`config.mk`:
```
export PLATFORM = sky130hd
export DESIGN_NAME = utf8_lenient_decoder_core
export DESIGN_NICKNAME = d
export VERILOG_FILES = /design/src/design/utf8ld_pkg.sv /design/src/design/utf8ld_decode.sv /design/src/design/utf8ld_result_queue.sv /design/src/design/utf8_lenient_decoder_core.sv
export SDC_FILE = /design/constraint.sdc
export NUM_CORES = 1
export LEC_CHECK = 0
export BUFFER_PORTS_ARGS = -buffer_cell sky130_fd_sc_hd__buf_2
export CAP_MARGIN = 20
export CELL_PAD_IN_SITES_DETAIL_PLACEMENT = 0
export CELL_PAD_IN_SITES_GLOBAL_PLACEMENT = 2
export CORE_MARGIN = 2
export CORE_UTILIZATION = 30
export DETAILED_ROUTE_END_ITERATION = 10
export GPL_TIMING_DRIVEN = 0
export PLACE_DENSITY_LB_ADDON = 0.2
export SLEW_MARGIN = 20
export SYNTH_ARGS = -nofsm -noshare
export SYNTH_HDL_FRONTEND = slang
export SYNTH_HIERARCHICAL = 1
export SYNTH_SLANG_ARGS = --single-unit
```
`constraint.sdc`:
```
create_clock -name aclk -period 12.47 [get_ports aclk]
set_input_delay 0.6235 -clock aclk [delete_from_list [all_inputs] [get_ports aclk]]
set_output_delay 0.6235 -clock aclk [all_outputs]
set_load 0.005 [all_outputs]
```
`src/design/utf8ld_pkg.sv`:
```
// Package for the lenient UTF-8 decoder: widths, constants, the result bundle
// passed from the byte decoder to the result queue, and code point helpers.
// No dependencies.
package utf8ld_pkg;

    localparam int ByteW      = 8;
    localparam int CpW        = 21;
    localparam int MaxResults = 3;
    localparam int CountW     = 2;
    // Room for one result still waiting plus a full burst from the next byte.
    localparam int QueueDepth = 4;

    localparam logic [CpW-1:0] CP_REPLACEMENT = 21'h00FFFD;

    typedef struct packed {
        logic [CountW-1:0]                count;
        logic [MaxResults-1:0][CpW-1:0]   cp;
    } step_result_t;

    function automatic logic is_ascii(input logic [ByteW-1:0] b);
        return (b[7] == 1'b0);
    endfunction

    function automatic logic is_lead2(input logic [ByteW-1:0] b);
        return (b[7:5] == 3'b110);
    endfunction

    function automatic logic is_lead3(input logic [ByteW-1:0] b);
        return (b[7:4] == 4'b1110);
    endfunction

    function automatic logic is_lead4(input logic [ByteW-1:0] b);
        return (b[7:3] == 5'b11110);
    endfunction

    function automatic logic [CpW-1:0] from_ascii(input logic [ByteW-1:0] b);
        return {13'd0, b};
    endfunction

    function automatic logic [CpW-1:0] join2(input logic [ByteW-1:0] a,
                                             input logic [ByteW-1:0] b);
        return {10'd0, a[4:0], b[5:0]};
    endfunction

    function automatic logic [CpW-1:0] join3(input logic [ByteW-1:0] a,
                                             input logic [ByteW-1:0] b,
                                             input logic [ByteW-1:0] c);
        return {5'd0, a[3:0], b[5:0], c[5:0]};
    endfunction

    function automatic logic [CpW-1:0] join4(input logic [ByteW-1:0] a,
                                             input logic [ByteW-1:0] b,
                                             input logic [ByteW-1:0] c,
                                             input logic [ByteW-1:0] d);
        return {a[2:0], b[5:0], c[5:0], d[5:0]};
    endfunction

endpackage

```
`src/design/utf8ld_decode.sv`:
```
// Byte decoder for the lenient UTF-8 decoder: sequence state registers and the
// single-pass logic that turns one byte into zero to three code points.
// Depends on utf8ld_pkg.
module utf8ld_decode (
    input  logic                          aclk,
    input  logic                          aresetn,
    input  logic [utf8ld_pkg::ByteW-1:0]  in_byte,
    input  logic                          in_accept,
    output utf8ld_pkg::step_result_t      result
);
    import utf8ld_pkg::*;

    logic [ByteW-1:0]  lead_reg, lead_next;
    logic [1:0]        needed_reg, needed_next;
    logic [1:0]        held_cnt_reg, held_cnt_next;
    logic [ByteW-1:0]  held_reg [2];
    logic              held_wr;
    logic [ByteW-1:0]  c0, c1;

    assign c0 = held_reg[0];
    assign c1 = held_reg[1];

    always_comb begin
        result        = '0;
        lead_next     = lead_reg;
        needed_next   = needed_reg;
        held_cnt_next = held_cnt_reg;
        held_wr       = 1'b0;

        if (needed_reg == 2'd0) begin
            if (in_byte == '0) begin
                result.count = 2'd0;
            end else if (is_ascii(in_byte)) begin
                result.count = 2'd1;
                result.cp[0] = from_ascii(in_byte);
            end else if (is_lead2(in_byte)) begin
                lead_next     = in_byte;
                needed_next   = 2'd1;
                held_cnt_next = 2'd0;
            end else if (is_lead3(in_byte)) begin
                lead_next     = in_byte;
                needed_next   = 2'd2;
                held_cnt_next = 2'd0;
            end else if (is_lead4(in_byte)) begin
                lead_next     = in_byte;
                needed_next   = 2'd3;
                held_cnt_next = 2'd0;
            end else begin
                result.count = 2'd1;
                result.cp[0] = CP_REPLACEMENT;
            end
        end else if (in_byte == '0) begin
            // Truncated sequence: replace the lead, then rescan the held bytes.
            result.cp[0] = CP_REPLACEMENT;
            case (held_cnt_reg)
                2'd1: begin
                    result.count = 2'd2;
                    result.cp[1] = is_ascii(c0) ? from_ascii(c0) : CP_REPLACEMENT;
                end
                2'd2: begin
                    if (is_lead2(c0)) begin
                        result.count = 2'd2;
                        result.cp[1] = join2(c0, c1);
                    end else begin
                        result.count = 2'd3;
                        result.cp[1] = is_ascii(c0) ? from_ascii(c0) : CP_REPLACEMENT;
                        result.cp[2] = is_ascii(c1) ? from_ascii(c1) : CP_REPLACEMENT;
                    end
                end
                default: begin
                    result.count = 2'd1;
                end
            endcase
            lead_next     = '0;
            needed_next   = 2'd0;
            held_cnt_next = 2'd0;
        end else if (({1'b0, held_cnt_reg} + 3'd1) >= {1'b0, needed_reg}) begin
            result.count = 2'd1;
            case (needed_reg)
                2'd1:    result.cp[0] = join2(lead_reg, in_byte);
                2'd2:    result.cp[0] = join3(lead_reg, c0, in_byte);
                default: result.cp[0] = join4(lead_reg, c0, c1, in_byte);
            endcase
            lead_next     = '0;
            needed_next   = 2'd0;
            held_cnt_next = 2'd0;
        end else begin
            held_wr       = 1'b1;
            held_cnt_next = held_cnt_reg + 2'd1;
        end
    end

    always_ff @(posedge aclk) begin
        if (!aresetn) begin
            lead_reg     <= '0;
            needed_reg   <= 2'd0;
            held_cnt_reg <= 2'd0;
        end else if (in_accept) begin
            lead_reg     <= lead_next;
            needed_reg   <= needed_next;
            held_cnt_reg <= held_cnt_next;
        end
    end

    always_ff @(posedge aclk) begin
        if (in_accept && held_wr) begin
            held_reg[held_cnt_reg[0]] <= in_byte;
        end
    end

endmodule

```
`src/design/utf8ld_result_queue.sv`:
```
// Result queue for the lenient UTF-8 decoder: takes a burst of up to three
// code points in one cycle and hands them out one beat at a time.
// Depends on utf8ld_pkg.
module utf8ld_result_queue (
    input  logic                          aclk,
    input  logic                          aresetn,
    input  logic                          push,
    input  utf8ld_pkg::step_result_t      burst,
    output logic                          room,
    output logic                          out_valid,
    input  logic                          out_ready,
    output logic [utf8ld_pkg::CpW-1:0]    out_code_point,
    output logic                          out_last
);
    import utf8ld_pkg::*;

    localparam int IdxW = $clog2(QueueDepth);
    localparam int CntW = $clog2(QueueDepth + 1);

    logic [CpW-1:0]  cp_mem   [QueueDepth];
    logic            last_mem [QueueDepth];
    logic [IdxW-1:0] wr_ptr_reg, rd_ptr_reg;
    logic [CntW-1:0] count_reg, count_next;
    logic            pop;
    logic [CntW-1:0] push_n;

    assign out_valid      = (count_reg != '0);
    assign out_code_point = cp_mem[rd_ptr_reg];
    assign out_last       = last_mem[rd_ptr_reg];
    assign pop            = out_valid && out_ready;
    assign push_n         = push ? CntW'(burst.count) : '0;
    // Enough free slots for a full burst, decided from registers alone.
    assign room           = (count_reg <= CntW'(QueueDepth - MaxResults));
    assign count_next     = count_reg + push_n - CntW'(pop);

    always_ff @(posedge aclk) begin
        if (!aresetn) begin
            wr_ptr_reg <= '0;
            rd_ptr_reg <= '0;
            count_reg  <= '0;
        end else begin
            wr_ptr_reg <= wr_ptr_reg + IdxW'(push_n);
            rd_ptr_reg <= rd_ptr_reg + IdxW'(pop);
            count_reg  <= count_next;
        end
    end

    always_ff @(posedge aclk) begin
        for (int k = 0; k < MaxResults; k++) begin
            if (push && (CountW'(k) < burst.count)) begin
                cp_mem[wr_ptr_reg + IdxW'(k)]   <= burst.cp[k];
                last_mem[wr_ptr_reg + IdxW'(k)] <= (CountW'(k) == burst.count - 2'd1);
            end
        end
    end

endmodule

```
`src/design/utf8_lenient_decoder_core.sv`:
```
// Lenient UTF-8 decoder, top level: byte decoder feeding a small result queue.
// Depends on utf8ld_pkg, utf8ld_decode and utf8ld_result_queue.
//
// Usage:
//   The s_ channel carries one string byte per beat; a zero byte ends the
//   string. The m_ channel carries one decoded code point per beat, with
//   m_last_of_run high on the final result caused by an input byte.
//   ASCII bytes and the last byte of a 2, 3 or 4 byte sequence each give one
//   result; bad lead bytes give U+FFFD. A terminator inside an open sequence
//   gives U+FFFD followed by a rescan of any held bytes: one to three results.
//   An empty queue presents a result on m_ the cycle after its byte is taken.
//   Throughput: one byte per cycle while each byte gives at most one result
//   and m_ready stays high. A byte that gives two or three results holds
//   s_ready low while the four-entry result queue drains. When the receiver
//   stalls, results wait in the queue; s_ready drops once more than one
//   result is waiting, so no result is lost.
//   Reset (aresetn, synchronous, active low) closes any open sequence and
//   empties the queue; s_ready is high in the first cycle after reset.
module utf8_lenient_decoder_core (
    input  logic                          aclk,
    input  logic                          aresetn,
    input  logic                          s_valid,
    output logic                          s_ready,
    input  logic [utf8ld_pkg::ByteW-1:0]  s_text_byte,
    output logic                          m_valid,
    input  logic                          m_ready,
    output logic [utf8ld_pkg::CpW-1:0]    m_code_point,
    output logic                          m_last_of_run
);
    import utf8ld_pkg::*;

    logic         accept;
    step_result_t burst;

    assign accept = s_valid && s_ready;

    utf8ld_decode u_decode (
        .aclk      (aclk),
        .aresetn   (aresetn),
        .in_byte   (s_text_byte),
        .in_accept (accept),
        .result    (burst)
    );

    utf8ld_result_queue u_queue (
        .aclk           (aclk),
        .aresetn        (aresetn),
        .push           (accept),
        .burst          (burst),
        .room           (s_ready),
        .out_valid      (m_valid),
        .out_ready      (m_ready),
        .out_code_point (m_code_point),
        .out_last       (m_last_of_run)
    );

endmodule

```
# Word level (Yosys, flattened, before mapping)
# Memory sizes are Yosys's and may differ from the RTL's. A register that Yosys moved wholly into a read port is not among the register bits.
# Index checks and enable logic that the tools add are counted.
# totals
reg_bits	16
mem_bits_rw	104
memories	3
# mem_list
memory	words	width	read_ports	rd_clocked_by_memory_dff	wr	line	rtl
u_queue.cp_mem	4	21	1	1	3	utf8ld_result_queue.sv:20	logic [CpW-1:0] cp_mem [QueueDepth];
u_decode.held_reg	2	8	2	0	1	utf8ld_decode.sv:16	logic [ByteW-1:0] held_reg [2];
u_queue.last_mem	4	1	1	1	3	utf8ld_result_queue.sv:21	logic last_mem [QueueDepth];
# classes
n_addsub	9
magnitude_cmp	5
eq_ne	13
n_mux	65
n_reduce_logical	13
# ops
op	count
$mux W21	10
$mux W42	2
$pmux W21 S2	2
$mux W2	25
$mux W16	3
$mux W5	8
$mux W1	14
$logic_not A8 Y1	1
$eq A3 B3 Y1 const B	2
$logic_and A1 B1 Y1	6
$reduce_bool A3 Y1	2
$eq A5 B5 Y1 const B	1
$reduce_and A5 Y1	1
$add A2 B1 Y2 const B	2
$eq A2 B1 Y1 const B	2
$eq A2 B2 Y1 const B	2
$eq A4 B4 Y1 const B	1
$logic_not A2 Y1	2
$lt A1 B2 Y1 const A	2
$ne A2 B2 Y1 const B	2
$ne A4 B4 Y1 const B	1
$pmux W2 S2	1
$reduce_and A4 Y1	1
$add A2 B1 Y3 const B	1
other kinds (11)	11

# Logic depth before layout (Yosys ltp)
# depth
ltp_word	11
ltp_mapped	16

# Modules after synthesis
# The synthesis kept the hierarchy.
# by_module_without_submodules
module	n_inst	cells_per_inst	area_per_inst_um2	seq_area_each_um2
utf8ld_result_queue	1	369	5963.2	2782.7
utf8ld_decode	1	207	1850.5	660.6
utf8_lenient_decoder_core	1	1	6.3	0.0

# Worst setup path before layout
# No wires, ideal clock.
# synth_path
kind	reg-to-reg
start	register u_decode.needed_reg[1]
end	memory u_queue.cp_mem[0][0], enable pin
t_arrival_ns	4.068
required_ns	12.035
setup_slack_ns	7.967
stages_incl_launch_ff	11
period_less_slack_ns	4.503
path_cell_list	dfxtp_1 > inv_1 > fa_1 > nor2b_1 > a21oi_1 > or2_2 > clkbuf_1 > a21boi_0 > clkbuf_1 > o21ai_0 > a211oi_1
# synth_rtl
item	line	rtl
start: declaration	utf8ld_decode.sv:14	logic [1:0] needed_reg, needed_next;
start signal: assignment	utf8ld_decode.sv:100	needed_reg <= needed_next;
end: declaration	utf8ld_result_queue.sv:20	

==> impl_metrics.json <==
{
  "min_period_ps": 4770,
  "grt_pass1_vias": 5259,
  "netlist_area_um2": 7820,
  "placed_area_um2": 8600,
  "port_buffers": 35,
  "finClkSkew_ps": 11.7,
  "pin_count": 36,
  "multiInputGateArea_um2": 3980,
  "crit_family": "compound AO/OA/AOI/OAI gates",
  "numCtsBuffers": 17,
  "synth_edf_count": 104,
  "dpl.hpwl_um": 15700,
  "post-cts-setup-buffers": 0,
  "synth_top_area_frac": 0.399,
  "finalHoldViolations": 0,
  "grt_max_degree": 17,
  "yosysMostFrequentCell": "edfxtp_1",
  "path_cells": "inv_1 -> fa_1 -> nor2b_1 -> a21oi_1 -> or2_2 -> clkbuf_1 -> a21boi_0 -> clkbuf_1 -> o21ai_0 -> a211oi_4 -> buf_6 -> buf_6",
  "synth_cells": 577,
  "layout.nets": 670,
  "status": "completed",
  "yosysWarnings": 6,
  "worst_pin_slew_ps": 940,
  "dieHeight_um": 165,
  "ff2ff_setup_slack_ps": 7700,
  "max_stage_delay_ps": 770,
  "crit_fanout": 11,
  "gp_congestion": 0.810,
  "synth-seq-cells": 120,
  "drtIter0Drc": 307,
  "grt_overflow": 0,
  "grt_setup_unrepaired": "no",
  "clock_sinks": 120,
  "p_per_area_nw_per_um2": 157,
  "finalSetupViolCount": 0,
  "vias_per_cell": 5.08,
  "fmax_mhz": 210,
  "synth.top_cells.by_count": "edfxtp_1 (104), mux2_2 (102), mux2_4 (38)",
  "leakagePower_nw": 3.57,
  "rows": 59,
  "ir_drop_uv": 72.6,
  "synthFlopType": "edfxtp_1",
  "slew_viol_final": 0,
  "clockBufferDepth": 2,
  "crit_slowest_cell": "a21boi_0",
  "worstSetupEndpointType": "flop",
  "firstDrtPassIters": 5,
  "cp.arrival_ps": 4880,
  "design_area_um2": 9300,
  "whs_ps": 478,
  "maxSlewHeadroom": 0.373,
  "drt.antenna.violating_nets": 0,
  "setup-tns-final_ps": 0,
  "layout-drive-gt1-share": 0.457,
  "clk-insertion-delay-late_ps": 420,
  "start_util": 0.303,
  "cts_root_buf": "clkbuf_16",
  "yosysTopAreaCell": "edfxtp_1",
  "fin_crit_sh": 0.383,
  "maxCapViolations": 0,
  "drcViolationCount": 0,
  "crit_type": "flop to flop",
  "vias": 5058,
  "ys_seq_area_frac": 0.440,
  "die-area_um2": 27400,
  "hp-class": "input port to flop",
  "syn_area_per_cell_um2": 13.6,
  "grt_pass1_wl_um": 33100,
  "synth.area.top_cells": "edfxtp_1 (40%), mux2_2 (15%), mux2_4 (7.3%)",
  "register_area_um2": 3440,
  "largest_reg_flops": 84,
  "core_area_um2": 25800,
  "htree_levels": 4,
  "cp.required_ps": 12580,
  "path_clk_slew_ps": 60,
  "cp-start-kind": "flop",
  "grtUsageTotal": 0.168,
  "cp_num_buf_inv": 5,
  "synth_cell_types": 58,
  "async_reset_ff_frac": 0,
  "wire_per_inst_um": 22.0,
  "die_w_um": 165,
  "cts_resized": 0,
  "nFillCells": 2503,
  "antenna_found_initial": 0,
  "finalWirelength_um": 21900,
  "area.growth.synth_to_final_pct": 18.9,
  "hold_buffers": 0,
  "cts_tree": "yes"
}
-- logic make-up (layout without fill, tap and decap cells) --
logic type	Yosys count	in the layout	share of synthesized area
mux	190	190	0.324
flops	120	120	0.440
simple gates	90	90	0.0739
compound gates	82	82	0.0728
buf+inv	76	149	0.0611
fa+ha+maj	12	12	0.0211
xor+xnor	6	6	0.00672
other cells	1	11	0.000480
-- report_power, final --
part	switching, mW	total, mW	internal [mW]	leakage, nW
Sequential	0.0144	0.501	0.486	1.07
Clock	0.189	0.586	0.397	0.327
Combinational	0.184	0.375	0.192	2.18
-- worst paths after layout --
path / from / to / cells after the start
worst max-delay path: u_decode/needed_reg[1] / u_queue/cp_mem[2][3] / 12
worst max register to register: u_decode/needed_reg[1] / u_queue/cp_mem[2][3] / 12
worst min register to register: u_decode/lead_reg[4] / u_decode/lead_reg[4] / 1
worst min-delay path: s_text_byte[0] / u_decode/held_reg[0][0] / 1
-- through the flow --
stage | instances | util | setup WS [ps] | power [mW]
finish | 995 | 0.360 | 7700 | 1.46
global route | 994 | 0.360 | 7420 | 1.53
CTS | 994 | 0.360 | 7690 | 1.48
detailed placement | 962 | 0.333 | 7720 | 0.889
global placement | 956 | 0.327 | 5070 | 0.872
floorplan | 586 | - | 7970 | 0.757
-- cell type report --
cell class	instances	area share
Antenna cell	1	0.000269
Clock buffer	18	0.0462
Clock inverter	14	0.0288
Timing Repair Buffer	41	0.0296
Buffer	59	0.0446
Multi-Input combinational cell	390	0.428
Tap cell	335	0.0451
Sequential cell	120	0.370
Inverter	17	0.00686
-- metal layers --
layer | wire length [um] | up-vias | global-route usage
li1 | - | 2342 | -
met1 | 10500 | 2549 | 0.233
met2 | 10200 | 141 | 0.267
met3 | 891 | 26 | 0.0295
met4 | 337 | 0 | 0.0498
met5 | 0 | - | 0
-- cell usage in the layout (no fill, tap or decap), types with 17 or more instances in the layout --
| master | count |
|---|---|
| inv_1 | 17 |
| mux2_4 | 38 |
| buf_4 | 29 |
| mux2_1 | 28 |
| edfxtp_1 | 104 |
| mux4_2 | 22 |
| clkbuf_16 | 17 |
| mux2_2 | 102 |
| nand2_1 | 20 |
| buf_2 | 42 |
| o21ai_0 | 24 |
(Power assumes the default switching activity.)
